`config.mk`:
```
export PLATFORM = sky130hd
export DESIGN_NAME = binomial_mod_prime_top
export DESIGN_NICKNAME = d
export VERILOG_FILES = /design/src/rtl/bmp_pkg.sv /design/src/rtl/binomial_mod_prime_top.sv /design/src/rtl/bmp_mulmod.sv /design/src/rtl/bmp_ctrl.sv
export SDC_FILE = /design/constraint.sdc
export NUM_CORES = 1
export LEC_CHECK = 0
export BUFFER_PORTS_ARGS = -buffer_cell sky130_fd_sc_hd__buf_2
export CORE_ASPECT_RATIO = 1.1
export CORE_MARGIN = 3
export CORE_UTILIZATION = 55
export CTS_CLUSTER_SIZE = 24
export DETAILED_ROUTE_END_ITERATION = 8
export GPL_ROUTABILITY_DRIVEN = 0
export PLACE_DENSITY = 0.75
export SLEW_MARGIN = 20
export SYNTH_ARGS = -nofsm -noshare
export SYNTH_HDL_FRONTEND = slang
export SYNTH_SLANG_ARGS = --single-unit
export TNS_END_PERCENT = 100
```
`constraint.sdc`:
```
create_clock -name clk_i -period 11.2 [get_ports clk_i]
set_clock_uncertainty 0.15 [all_clocks]
set_input_delay 0.56 -clock clk_i [delete_from_list [all_inputs] [get_ports clk_i]]
set_output_delay 0.56 -clock clk_i [all_outputs]
set_load 0.03 [all_outputs]
```
`src/rtl/bmp_pkg.sv`:
```
package bmp_pkg;

  // operand and modulus width
  localparam int unsigned ModW = 31;
  // argument width and saturation limit
  localparam int unsigned ArgW = 12;
  localparam logic [ArgW-1:0] MaxN = ArgW'(4095);
  // bit counter width for the shared multiplier and the exponent scan
  localparam int unsigned CntW = $clog2(ModW);
  // modulus after reset
  localparam logic [ModW-1:0] ModReset = ModW'(1000000007);
  // register file
  localparam int unsigned AddrW = 3;
  localparam logic RegModulus = 1'b0;

  // request to the modular multiplier
  typedef struct packed {
    logic            start;
    logic [ModW-1:0] op_a;
    logic [ModW-1:0] op_b;
  } mm_req_t;

  // answer from the modular multiplier
  typedef struct packed {
    logic            done;
    logic [ModW-1:0] prod;
  } mm_rsp_t;

endpackage

```
`src/rtl/binomial_mod_prime_top.sv`:
```
// Binomial coefficient C(n, r) modulo a prime p held in the modulus register
// (address 0, reset 1000000007). One request is worked at a time; in_stall_o
// stays high from acceptance until the result is loaded into the output
// register, which may still be waiting downstream while the next request is
// taken. The answer is 0 when p < 2 or n < r and 1 when r is 0. Otherwise all
// work goes through one shared shift-and-add modular multiplier that retires
// one multiplier bit per cycle. A request then takes n + 62 + 2*w + 2
// products, where w is the number of set bits of p-2: n products for the
// factorial run, 31 squarings plus w products for each of the two
// inversions, and two final products. Arguments above 4095 saturate.
module binomial_mod_prime_top (
  input  logic                      clk_i,
  input  logic                      rst_ni,
  input  logic                      in_valid_i,
  output logic                      in_stall_o,
  input  logic [bmp_pkg::ArgW-1:0]  n_value_i,
  input  logic [bmp_pkg::ArgW-1:0]  r_value_i,
  output logic                      out_valid_o,
  input  logic                      out_stall_i,
  output logic [bmp_pkg::ModW-1:0]  binom_result_o,
  input  logic                      psel,
  input  logic                      penable,
  input  logic                      pwrite,
  input  logic [bmp_pkg::AddrW-1:0] paddr,
  input  logic [31:0]               pwdata,
  output logic [31:0]               prdata,
  output logic                      pready
);

  logic [bmp_pkg::ModW-1:0] mod_q;
  logic                     wr_mod;
  bmp_pkg::mm_req_t         mm_req;
  bmp_pkg::mm_rsp_t         mm_rsp;

  // register access
  assign pready = 1'b1;
  assign wr_mod = psel && penable && pwrite && (paddr[2] == bmp_pkg::RegModulus);
  assign prdata = (paddr[2] == bmp_pkg::RegModulus) ? {1'b0, mod_q} : '0;

  always_ff @(posedge clk_i or negedge rst_ni) begin
    if (!rst_ni) begin
      mod_q <= bmp_pkg::ModReset;
    end else if (wr_mod) begin
      mod_q <= pwdata[bmp_pkg::ModW-1:0];
    end
  end

  // sequencer
  bmp_ctrl u_ctrl (
    .clk_i          (clk_i),
    .rst_ni         (rst_ni),
    .mod_i          (mod_q),
    .in_valid_i     (in_valid_i),
    .in_stall_o     (in_stall_o),
    .n_value_i      (n_value_i),
    .r_value_i      (r_value_i),
    .out_valid_o    (out_valid_o),
    .out_stall_i    (out_stall_i),
    .binom_result_o (binom_result_o),
    .req_o          (mm_req),
    .rsp_i          (mm_rsp)
  );

  // shared modular multiplier
  bmp_mulmod u_mulmod (
    .clk_i  (clk_i),
    .rst_ni (rst_ni),
    .mod_i  (mod_q),
    .req_i  (mm_req),
    .rsp_o  (mm_rsp)
  );

endmodule

```
`src/rtl/bmp_mulmod.sv`:
```
module bmp_mulmod (
  input  logic                     clk_i,
  input  logic                     rst_ni,
  input  logic [bmp_pkg::ModW-1:0] mod_i,
  input  bmp_pkg::mm_req_t         req_i,
  output bmp_pkg::mm_rsp_t         rsp_o
);

  logic [bmp_pkg::ModW-1:0] a_q;
  logic [bmp_pkg::ModW-1:0] b_q;
  logic [bmp_pkg::ModW-1:0] acc_q;
  logic [bmp_pkg::CntW-1:0] cnt_q;
  logic                     busy_q;
  logic                     done_q;

  logic [bmp_pkg::ModW+1:0] sum;
  logic [bmp_pkg::ModW+1:0] p_ext;
  logic [bmp_pkg::ModW+1:0] p2_ext;
  logic [bmp_pkg::ModW+1:0] red;

  // one bit of b per cycle, msb first: acc = 2*acc + bit*a, kept below p
  assign p_ext  = {2'b00, mod_i};
  assign p2_ext = {1'b0, mod_i, 1'b0};
  assign sum    = {1'b0, acc_q, 1'b0} + {2'b00, (b_q[bmp_pkg::ModW-1] ? a_q : '0)};

  // sum stays below 3p, so at most two subtractions of p
  always_comb begin
    if (sum >= p2_ext) begin
      red = sum - p2_ext;
    end else if (sum >= p_ext) begin
      red = sum - p_ext;
    end else begin
      red = sum;
    end
  end

  // iteration control
  always_ff @(posedge clk_i or negedge rst_ni) begin
    if (!rst_ni) begin
      a_q    <= '0;
      b_q    <= '0;
      acc_q  <= '0;
      cnt_q  <= '0;
      busy_q <= 1'b0;
      done_q <= 1'b0;
    end else begin
      done_q <= busy_q && !req_i.start &&
                (cnt_q == bmp_pkg::CntW'(bmp_pkg::ModW - 1));
      if (req_i.start) begin
        a_q    <= req_i.op_a;
        b_q    <= req_i.op_b;
        acc_q  <= '0;
        cnt_q  <= '0;
        busy_q <= 1'b1;
      end else if (busy_q) begin
        acc_q <= red[bmp_pkg::ModW-1:0];
        b_q   <= {b_q[bmp_pkg::ModW-2:0], 1'b0};
        cnt_q <= cnt_q + 1'b1;
        if (cnt_q == bmp_pkg::CntW'(bmp_pkg::ModW - 1)) begin
          busy_q <= 1'b0;
        end
      end
    end
  end

  assign rsp_o.done = done_q;
  assign rsp_o.prod = acc_q;

endmodule

```
`src/rtl/bmp_ctrl.sv`:
```
module bmp_ctrl (
  input  logic                     clk_i,
  input  logic                     rst_ni,
  input  logic [bmp_pkg::ModW-1:0] mod_i,
  input  logic                     in_valid_i,
  output logic                     in_stall_o,
  input  logic [bmp_pkg::ArgW-1:0] n_value_i,
  input  logic [bmp_pkg::ArgW-1:0] r_value_i,
  output logic                     out_valid_o,
  input  logic                     out_stall_i,
  output logic [bmp_pkg::ModW-1:0] binom_result_o,
  output bmp_pkg::mm_req_t         req_o,
  input  bmp_pkg::mm_rsp_t         rsp_i
);

  typedef enum logic [2:0] {
    S_IDLE,
    S_FACT,
    S_PSET,
    S_POW,
    S_FINAL,
    S_HOLD
  } state_e;

  state_e                   state_q;
  logic                     pend_q;
  logic                     pass_q;
  logic                     step_q;
  logic [bmp_pkg::ArgW-1:0] n_q;
  logic [bmp_pkg::ArgW-1:0] r_q;
  logic [bmp_pkg::ArgW-1:0] nr_q;
  logic [bmp_pkg::ArgW-1:0] i_q;
  logic [bmp_pkg::ArgW-1:0] im_q;
  logic [bmp_pkg::ModW-1:0] f_q;
  logic [bmp_pkg::ModW-1:0] fr_q;
  logic [bmp_pkg::ModW-1:0] fnr_q;
  logic [bmp_pkg::ModW-1:0] acc_q;
  logic [bmp_pkg::ModW-1:0] base_q;
  logic [bmp_pkg::ModW-1:0] exp_q;
  logic [bmp_pkg::CntW-1:0] cnt_q;
  logic [bmp_pkg::ModW-1:0] res_q;
  logic                     out_valid_q;
  logic [bmp_pkg::ModW-1:0] out_q;
  bmp_pkg::mm_req_t         req_q;

  logic [bmp_pkg::ArgW-1:0] n_sat;
  logic [bmp_pkg::ArgW-1:0] r_sat;
  logic [bmp_pkg::ArgW:0]   im_inc;
  logic [bmp_pkg::ArgW-1:0] im_next;
  logic                     issue;

  // saturate arguments to the supported maximum
  assign n_sat = (n_value_i > bmp_pkg::MaxN) ? bmp_pkg::MaxN : n_value_i;
  assign r_sat = (r_value_i > bmp_pkg::MaxN) ? bmp_pkg::MaxN : r_value_i;

  // running i mod p for the factorial factor
  assign im_inc  = {1'b0, im_q} + 1'b1;
  assign im_next = (bmp_pkg::ModW'(im_inc) == mod_i) ? '0 : im_inc[bmp_pkg::ArgW-1:0];

  // a product is started whenever no product is outstanding and one is due
  assign issue = !pend_q && ((state_q inside {S_FACT, S_FINAL}) ||
                             (state_q == S_POW && (step_q || exp_q[0])));

  assign in_stall_o     = (state_q != S_IDLE);
  assign out_valid_o    = out_valid_q;
  assign binom_result_o = out_q;
  assign req_o          = req_q;

  // sequencer: trivial cases, factorial loop, two fermat inversions, two final products
  always_ff @(posedge clk_i or negedge rst_ni) begin
    if (!rst_ni) begin
      state_q     <= S_IDLE;
      pend_q      <= 1'b0;
      pass_q      <= 1'b0;
      step_q      <= 1'b0;
      n_q         <= '0;
      r_q         <= '0;
      nr_q        <= '0;
      i_q         <= '0;
      im_q        <= '0;
      f_q         <= '0;
      fr_q        <= '0;
      fnr_q       <= '0;
      acc_q       <= '0;
      base_q      <= '0;
      exp_q       <= '0;
      cnt_q       <= '0;
      res_q       <= '0;
      out_valid_q <= 1'b0;
      out_q       <= '0;
      req_q       <= '0;
    end else begin
      req_q.start <= issue;
      // load a finished result, or let downstream take the current one
      if (state_q == S_HOLD && (!out_valid_q || !out_stall_i)) begin
        out_valid_q <= 1'b1;
        out_q       <= res_q;
      end else if (out_valid_q && !out_stall_i) begin
        out_valid_q <= 1'b0;
      end
      case (state_q)
        S_IDLE: begin
          if (in_valid_i) begin
            n_q  <= n_sat;
            r_q  <= r_sat;
            nr_q <= n_sat - r_sat;
            if (mod_i < bmp_pkg::ModW'(2)) begin
              res_q   <= '0;
              state_q <= S_HOLD;
            end else if (n_sat < r_sat) begin
              res_q   <= '0;
              state_q <= S_HOLD;
            end else if (r_sat == '0) begin
              res_q   <= bmp_pkg::ModW'(1);
              state_q <= S_HOLD;
            end else begin
              f_q     <= bmp_pkg::ModW'(1);
              fr_q    <= bmp_pkg::ModW'(1);
              fnr_q   <= bmp_pkg::ModW'(1);
              i_q     <= bmp_pkg::ArgW'(1);
              im_q    <= bmp_pkg::ArgW'(1);
              pend_q  <= 1'b0;
              pass_q  <= 1'b0;
              state_q <= S_FACT;
            end
          end
        end
        S_FACT: begin
          if (!pend_q) begin
            req_q.op_a  <= f_q;
            req_q.op_b  <= bmp_pkg::ModW'(im_q);
            pend_q      <= 1'b1;
          end else if (rsp_i.done) begin
            pend_q <= 1'b0;
            f_q    <= rsp_i.prod;
            if (i_q == r_q) begin
              fr_q <= rsp_i.prod;
            end
            if (i_q == nr_q) begin
              fnr_q <= rsp_i.prod;
            end
            if (i_q == n_q) begin
              state_q <= S_PSET;
            end else begin
              i_q  <= i_q + 1'b1;
              im_q <= im_next;
            end
          end
        end
        S_PSET: begin
          base_q  <= pass_q ? fnr_q : fr_q;
          acc_q   <= bmp_pkg::ModW'(1);
          exp_q   <= mod_i - bmp_pkg::ModW'(2);
          cnt_q   <= '0;
          step_q  <= 1'b0;
          pend_q  <= 1'b0;
          state_q <= S_POW;
        end
        S_POW: begin
          if (!pend_q) begin
            if (!step_q) begin
              // multiply into the accumulator only for a set exponent bit
              if (exp_q[0]) begin
                req_q.op_a  <= acc_q;
                req_q.op_b  <= base_q;
                pend_q      <= 1'b1;
              end else begin
                step_q <= 1'b1;
              end
            end else begin
              req_q.op_a  <= base_q;
              req_q.op_b  <= base_q;
              pend_q      <= 1'b1;
            end
          end else if (rsp_i.done) begin
            pend_q <= 1'b0;
            if (!step_q) begin
              acc_q  <= rsp_i.prod;
              step_q <= 1'b1;
            end else begin
              base_q <= rsp_i.prod;
              exp_q  <= exp_q >> 1;
              step_q <= 1'b0;
              cnt_q  <= cnt_q + 1'b1;
              if (cnt_q == bmp_pkg::CntW'(bmp_pkg::ModW - 1)) begin
                state_q <= S_FINAL;
              end
            end
          end
        end
        S_FINAL: begin
          if (!pend_q) begin
            req_q.op_a  <= f_q;
            req_q.op_b  <= acc_q;
            pend_q      <= 1'b1;
          end else if (rsp_i.done) begin
            pend_q <= 1'b0;
            if (!pass_q) begin
              f_q     <= rsp_i.prod;
              pass_q  <= 1'b1;
              state_q <= S_PSET;
            end else begin
              res_q   <= rsp_i.prod;
              state_q <= S_HOLD;
            end
          end
        end
        S_HOLD: begin
          if (!out_valid_q || !out_stall_i) begin
            state_q <= S_IDLE;
          end
        end
        default: begin
          state_q <= S_IDLE;
        end
      endcase
    end
  end

endmodule

```
# --- Yosys cells after proc, flatten, opt, wreduce, memory -nomap -nowiden ---
# Cells that the tools add are included.
totals:
  register_bits: 514
  in_bits: 66
  output_inout_bits: 66
  wordCells: 238
op_classes:
  add_sub_neg: 9
  n_lt_le_gt_ge: 6
  n_eq_ne: 37
  mux: 114
  n_bitwise: 1
  n_reduce_logical: 42
ops:
  columns: ["op", "n"]
  rows:
  - ["$mux 31", 40]
  - ["$pmux 31 s2", 6]
  - ["$mux 62", 5]
  - ["$pmux 62 s3", 1]
  - ["$mux 12", 13]
  - ["$pmux 31 s3", 1]
  - ["$sub 31x31->31", 2]
  - ["$pmux 12 s2", 2]
  - ["$mux 3", 15]
  - ["$eq 12x12->1", 3]
  - ["$add 32x31->33", 1]
  - ["$ge 33x31->1", 1]
  - ["$ge 33x32->1", 1]
  - ["$eq 13x31->1", 1]
  - ["$lt 31x2->1 const B", 1]
  - ["$sub 31x2->31 const B", 1]
  - ["$ne 2x2->1 const B", 15]
  - ["$mux 5", 5]
  - ["$gt 12x12->1 const B", 2]
  - ["$reduce_and 8->1", 3]
  - ["$mux 1", 21]
  - ["$pmux 3 s6", 1]
  - ["$ne 2x1->1 const B", 8]
  - ["$add 12x1->13 const B", 1]
  - ["other kinds (31)", 59]

# --- Longest topological paths before layout ---
logic_depth:
  depth_word: 8
  ltp_mapped: 25
  depth_no_buf: 22

# --- Cells and area by module ---
# A second synthesis with hierarchy kept.
hier_totals:
  hier_cells: 3165
  area_unflattened_um2: 29709.7
by_module_without_submodules:
  columns: ["module", "n_inst", "cells_each", "area_each_um2", "seq_area_each_um2"]
  rows:
  - ["bmp_ctrl", 1, 1944, 18635.4, 9584.2]
  - ["bmp_mulmod", 1, 1117, 9531.6, 2502.4]
  - ["binomial_mod_prime_top", 1, 104, 1542.7, 795.8]

# --- Least setup slack after synthesis ---
# OpenSTA, ideal clock, no wires.
synth_timing:
  path_type: "reg-to-reg"
  startpoint: "register u_mulmod.b_q[30] (netlist bit)"
  endpoint: "register u_mulmod.acc_q[14] (netlist bit)"
  setup_ns: 0.066
  arrival_ns: 5.074
  required_time_ns: 10.984
  path_slack_ns: 5.910
  path_stages_with_launch: 24
  path_buffers: 1
  synth_period_minus_slack_ns: 5.290
  path_cell_list: "dfrtp_1 clkbuf_1 and2_1 ha_1 fa_1 a21o_1 a311o_1 nand2_1 nand2_1 a21boi_0 o21bai_1 a21oi_1 xnor2_1 ha_1 and4_1 nand3_1 nor2_1 a211o_1 a221oi_2 or3_1 nand3_2 or2_2 nor2b_2 a221o_1"
synth_via:
  elab_chain_cells: 7
  word_cells_on_any_way: 10
  cone_classes: "add/sub: 3; order compare: 2; mux: 5"
synth_lines:
  columns: ["item", "line_no", "text"]
  rows:
  - ["start, declared", "bmp_mulmod.sv:10", "logic [bmp_pkg::ModW-1:0] b_q;"]
  - ["start signal, assigned", "bmp_mulmod.sv:51", "b_q <= req_i.op_b;"]
  - ["start signal, assigned", "bmp_mulmod.sv:57", "b_q <= {b_q[bmp_pkg::ModW-2:0], 1'b0};"]
  - ["$mux 31 (*)", "bmp_mulmod.sv:24", "assign sum = {1'b0, acc_q, 1'b0} + {2'b00, (b_q[bmp_pkg::ModW-1] ? a_q : '0)};"]
  - ["$add 32x31->33 (*)", "bmp_mulmod.sv:24", null]
  - ["$sub 31x31->31 or $ge 33x31->1 (tied branches)", "bmp_mulmod.sv:31, bmp_mulmod.sv:30", null]
  - ["$mux 31", "bmp_mulmod.sv:30", "end else if (sum >= p_ext) begin"]
  - ["$mux 31 (*)", "bmp_mulmod.sv:28", "if (sum >= p2_ext) begin"]
  - ["$mux 31 (*)", "bmp_mulmod.sv:55", "end else if (busy_q) begin"]
  - ["$mux 31 (*)", "bmp_mulmod.sv:49", "if (req_i.start) begin"]
  - ["end signal, assigned", "bmp_mulmod.sv:56", "acc_q <= red[bmp_pkg::ModW-1:0];"]
  - ["end, declared", "bmp_mulmod.sv:11", "logic [bmp_pkg::ModW-1:0] acc_q;"]
# Mark *: on every way between the ends. The rest lies on a longest branch, timed or not. The select of a mux whose other input is x is not followed.
# A chain may end at the register's enable or synchronous reset.

# --- Worst setup path after layout ---
layout_timing:
  startpoint: "register u_mulmod.b_q[30] (netlist bit)"
  endpoint: "register u_mulmod.acc_q[22] (netlist bit)"
# Same word-level chain as after synthesis.

==> impl_metrics.tcl <==
set metrics [dict create \
    cts_buffers 53 \
    r2r_end "u_mulmod.acc_q[22]" \
    min_path_type "primary input to flop" \
    post-route-util_pct 61.3 \
    hold_start "pwdata[29]" \
    htreeDepth 2 \
    cp_slowest_cell "dfrtp_1" \
    p_total_mw 4.40 \
    leakagePower_nw 15.2 \
    synthCells 3137 \
    n_antenna_cell 0 \
    worst_pin_slew_ns 1.08 \
    cts_setup_buffers 0 \
    status "complete, but fails checks" \
    slew_violations 0 \
    drcViolationCount 3 \
    ys_async_sr_fraction_pct 100 \
    grt_overflow 0 \
    ys.flop_type "dfrtp_1" \
    yosysSeqAreaShare_pct 44.0 \
    layout.nets 3338 \
    highest_layer "met4" \
    crit_type "flop to flop" \
    place_inst 3770 \
    regArea_um2 12900 \
    cts_max_path_buffers 3 \
    firstDrtPassIters 9 \
    hold_violations 0 \
    drt_iter0_markers 2157 \
    met2_length_um 37500 \
    crit_chain "and2_1 -> ha_1 -> fa_1 -> a21o_1 -> a311o_1 -> nand2_1 -> nand2_1 -> a21boi_0 -> o21bai_1 -> a21oi_1 -> xnor2_1 -> ha_1 -> and4_1 -> nand3_1 -> nor2_1 -> a211o_1 -> a221oi_2 -> or3_1 -> nand3_2 -> or2_2 -> nor2b_2 -> a221o_1" \
    avgSynthCellArea_um2 9.33 \
    finalNonFillerCells 3875 \
    tritoncts "done" \
    dp.final_hpwl_um 54400 \
    fmaxAchievable_mhz 146 \
    synth_seq_cells 514 \
    reg2reg_depth 22 \
    viasPerCell 6.18 \
    relSlewSlack_pct 27.9 \
    clk_pin_slew_ns 0.07 \
    power_density_nw_per_um2 137 \
    coreArea_um2 52500 \
    grt_max_degree 185 \
    drt_wl_total_um 78500 \
    arrival_ns 7.26 \
    syn2layout_area_growth_pct 9.95 \
    setup_viol 0 \
    ctsRootBufferMaster "clkbuf_16" \
    timing.final.crit_share_pct 61.2 \
    routed-via-count 23934 \
    crit_required_ns 11.61 \
    critical_path.max_stage_delay_ns 0.74 \
    post_drt_wl_per_cell_um 20.3 \
    wl_met3_um 5010 \
    synth_nets 3318 \
    num-fill-cells 4244 \
    rsz0062_at_grt "no" \
    maxCapViolations 0 \
    drive_above_1_share_pct 14.6 \
    startpoint_type "flop" \
    timing.rr.start "u_mulmod.b_q[30]" \
    grt_pass1_vias 23419 \
    antenna_found_initial 0 \
    yosys.cell_types.count 97 \
    dieArea_um2 56000 \
    synth_area_um2 29300 \
    port_buffers 126 \
    min_path_cells 2 \
    grt_pass1_wl_um 125000 \
    crit_path_max_fanout 32 \
    rows 88 \
    tns_ns 0 \
    cts_sinks 514 \
    holdPathEnd "mod_q[29]" \
    whs_ns 0.0215 \
    initial_utilization_pct 55.7 \
    wl_met1_um 33600 \
    ys_warn_count 0 \
    min_period_ns 6.85 \
    synth_edf_count 0 \
    grt_usage_pct 27.8 \
    layout_commonest_cell "dfrtp_1" \
    multi_input_area_um2 15300 \
    ir_worst_vdd_mv 0.144 \
    die_h_um 248 \
    drtAntennaViolNets 0 \
    end_kind "flop" \
    violations "DRC" \
    io_pins 132 \
    clk_latency_ns 0.63 \
    r2r_slack_ns 4.35 \
    die_w_um 226 \
    final_cell_mix "dfrtp_1 (494), nand2_1 (438), o21ai_0 (306)" \
]
layout make-up:
cell class | count | area share [%]
multi-input combinational | 2341 | 47.5
sequential | 514 | 40.1
clock buffer | 72 | 4.75
timing repair buffer | 164 | 2.98
tap | 675 | 2.62
clock inverter | 26 | 1.13
inverter | 83 | 0.968
kinds of logic (layout without fill, tap and decap cells):
kind of cell               after synthesis  count (layout)  synth area share, %
and+or+nand+nor                       1001            1001                 15.3
AOI/OAI and AO/OA                      798             798                 17.2
adders and majority gates              115             115                 5.02
buffers and inverters                  282             345                 3.99
xor gates and xnor gates               173             173                 5.18
other                                    2               2               0.0257
muxes                                  252             252                 9.27
DFF                                    514             514                 44.0
sequential cells by signal, summed over array words and instances, names as in the netlist, 31 cells and up:
name                   cells
mod_q                     31
u_ctrl.acc_q              31
u_ctrl.base_q             31
u_ctrl.binom_result_o     31
u_ctrl.exp_q              31
u_ctrl.f_q                31
u_ctrl.fnr_q              31
u_ctrl.fr_q               31
u_ctrl.req_o              63
u_ctrl.res_q              31
u_mulmod.a_q              31
u_mulmod.acc_q            31
u_mulmod.b_q              31
what timing repair did:
| action | in CTS | in global routing |
|---|---|---|
| gates resized for setup | 0 | 0 |
| hold buffers | 7 | 0 |
| hold endpoints to repair | 107 | 0 |
| endpoints found under the setup margin | 0 | 0 |
critical path: cells and delay by family (launching register included):
kind	cells	cell delay [ns]
AND/OR/NAND/NOR	10	2.35
AO/OA/AOI/OAI	8	2.26
XOR/XNOR	1	0.25
flip-flops	1	0.74
adder cells (fa/ha/maj)	3	1.03
where the power goes:
| group | switching [mW] | internal (mW) |
|---|---|---|
| Combinational | 0.338 | 0.193 |
| Sequential | 0.0498 | 1.91 |
| Clock | 0.785 | 1.13 |
metrics by stage:
| stage | cell area (um^2) | setup WS [ns] |
|---|---|---|
| 4_1_cts | 32200 | 4.42 |
| 3_3_place_gp | 30200 | 4.58 |
| 6_report | 32200 | 4.35 |
| 3_5_place_dp | 30200 | 4.47 |
| 5_1_grt | 32200 | 3.96 |
| 2_1_floorplan | 29300 | 5.91 |
layer usage:
metal	global-route usage (%)	vias to the layer above
met4	8.82	0
met2	46.1	906
met5	0	-
met3	4.00	164
li1	-	11067
met1	38.0	11797
Yosys cell counts (66+ instances only):
library cell | n | share of area (%)
inv_1 | 78 | 1.0
xnor2_1 | 107 | 3.2
xor2_1 | 66 | 2.0
and2_1 | 68 | 1.5
nand2_1 | 441 | 5.7
nor2_1 | 268 | 3.4
ha_1 | 111 | 4.7
mux2_2 | 146 | 5.6
clkbuf_1 | 152 | 1.9
mux2i_1 | 99 | 3.4
o21ai_0 | 306 | 5.2
a21oi_1 | 178 | 3.0
dfrtp_1 | 498 | 43
worst max-delay path by stage:
stage	start	to	slack (ns)
after floorplan	u_mulmod.b_q[30]	u_mulmod.acc_q[14]	5.91
after global placement	u_mulmod.b_q[30]	u_mulmod.acc_q[29]	4.58
after CTS	u_mulmod.b_q[30]	u_mulmod.acc_q[22]	4.42
after detailed placement	u_mulmod.b_q[30]	u_mulmod.acc_q[25]	4.47
after global routing	u_mulmod.b_q[30]	u_mulmod.acc_q[22]	3.96
final	u_mulmod.b_q[30]	u_mulmod.acc_q[22]	4.35
Power figures use the tool's default switching activity.
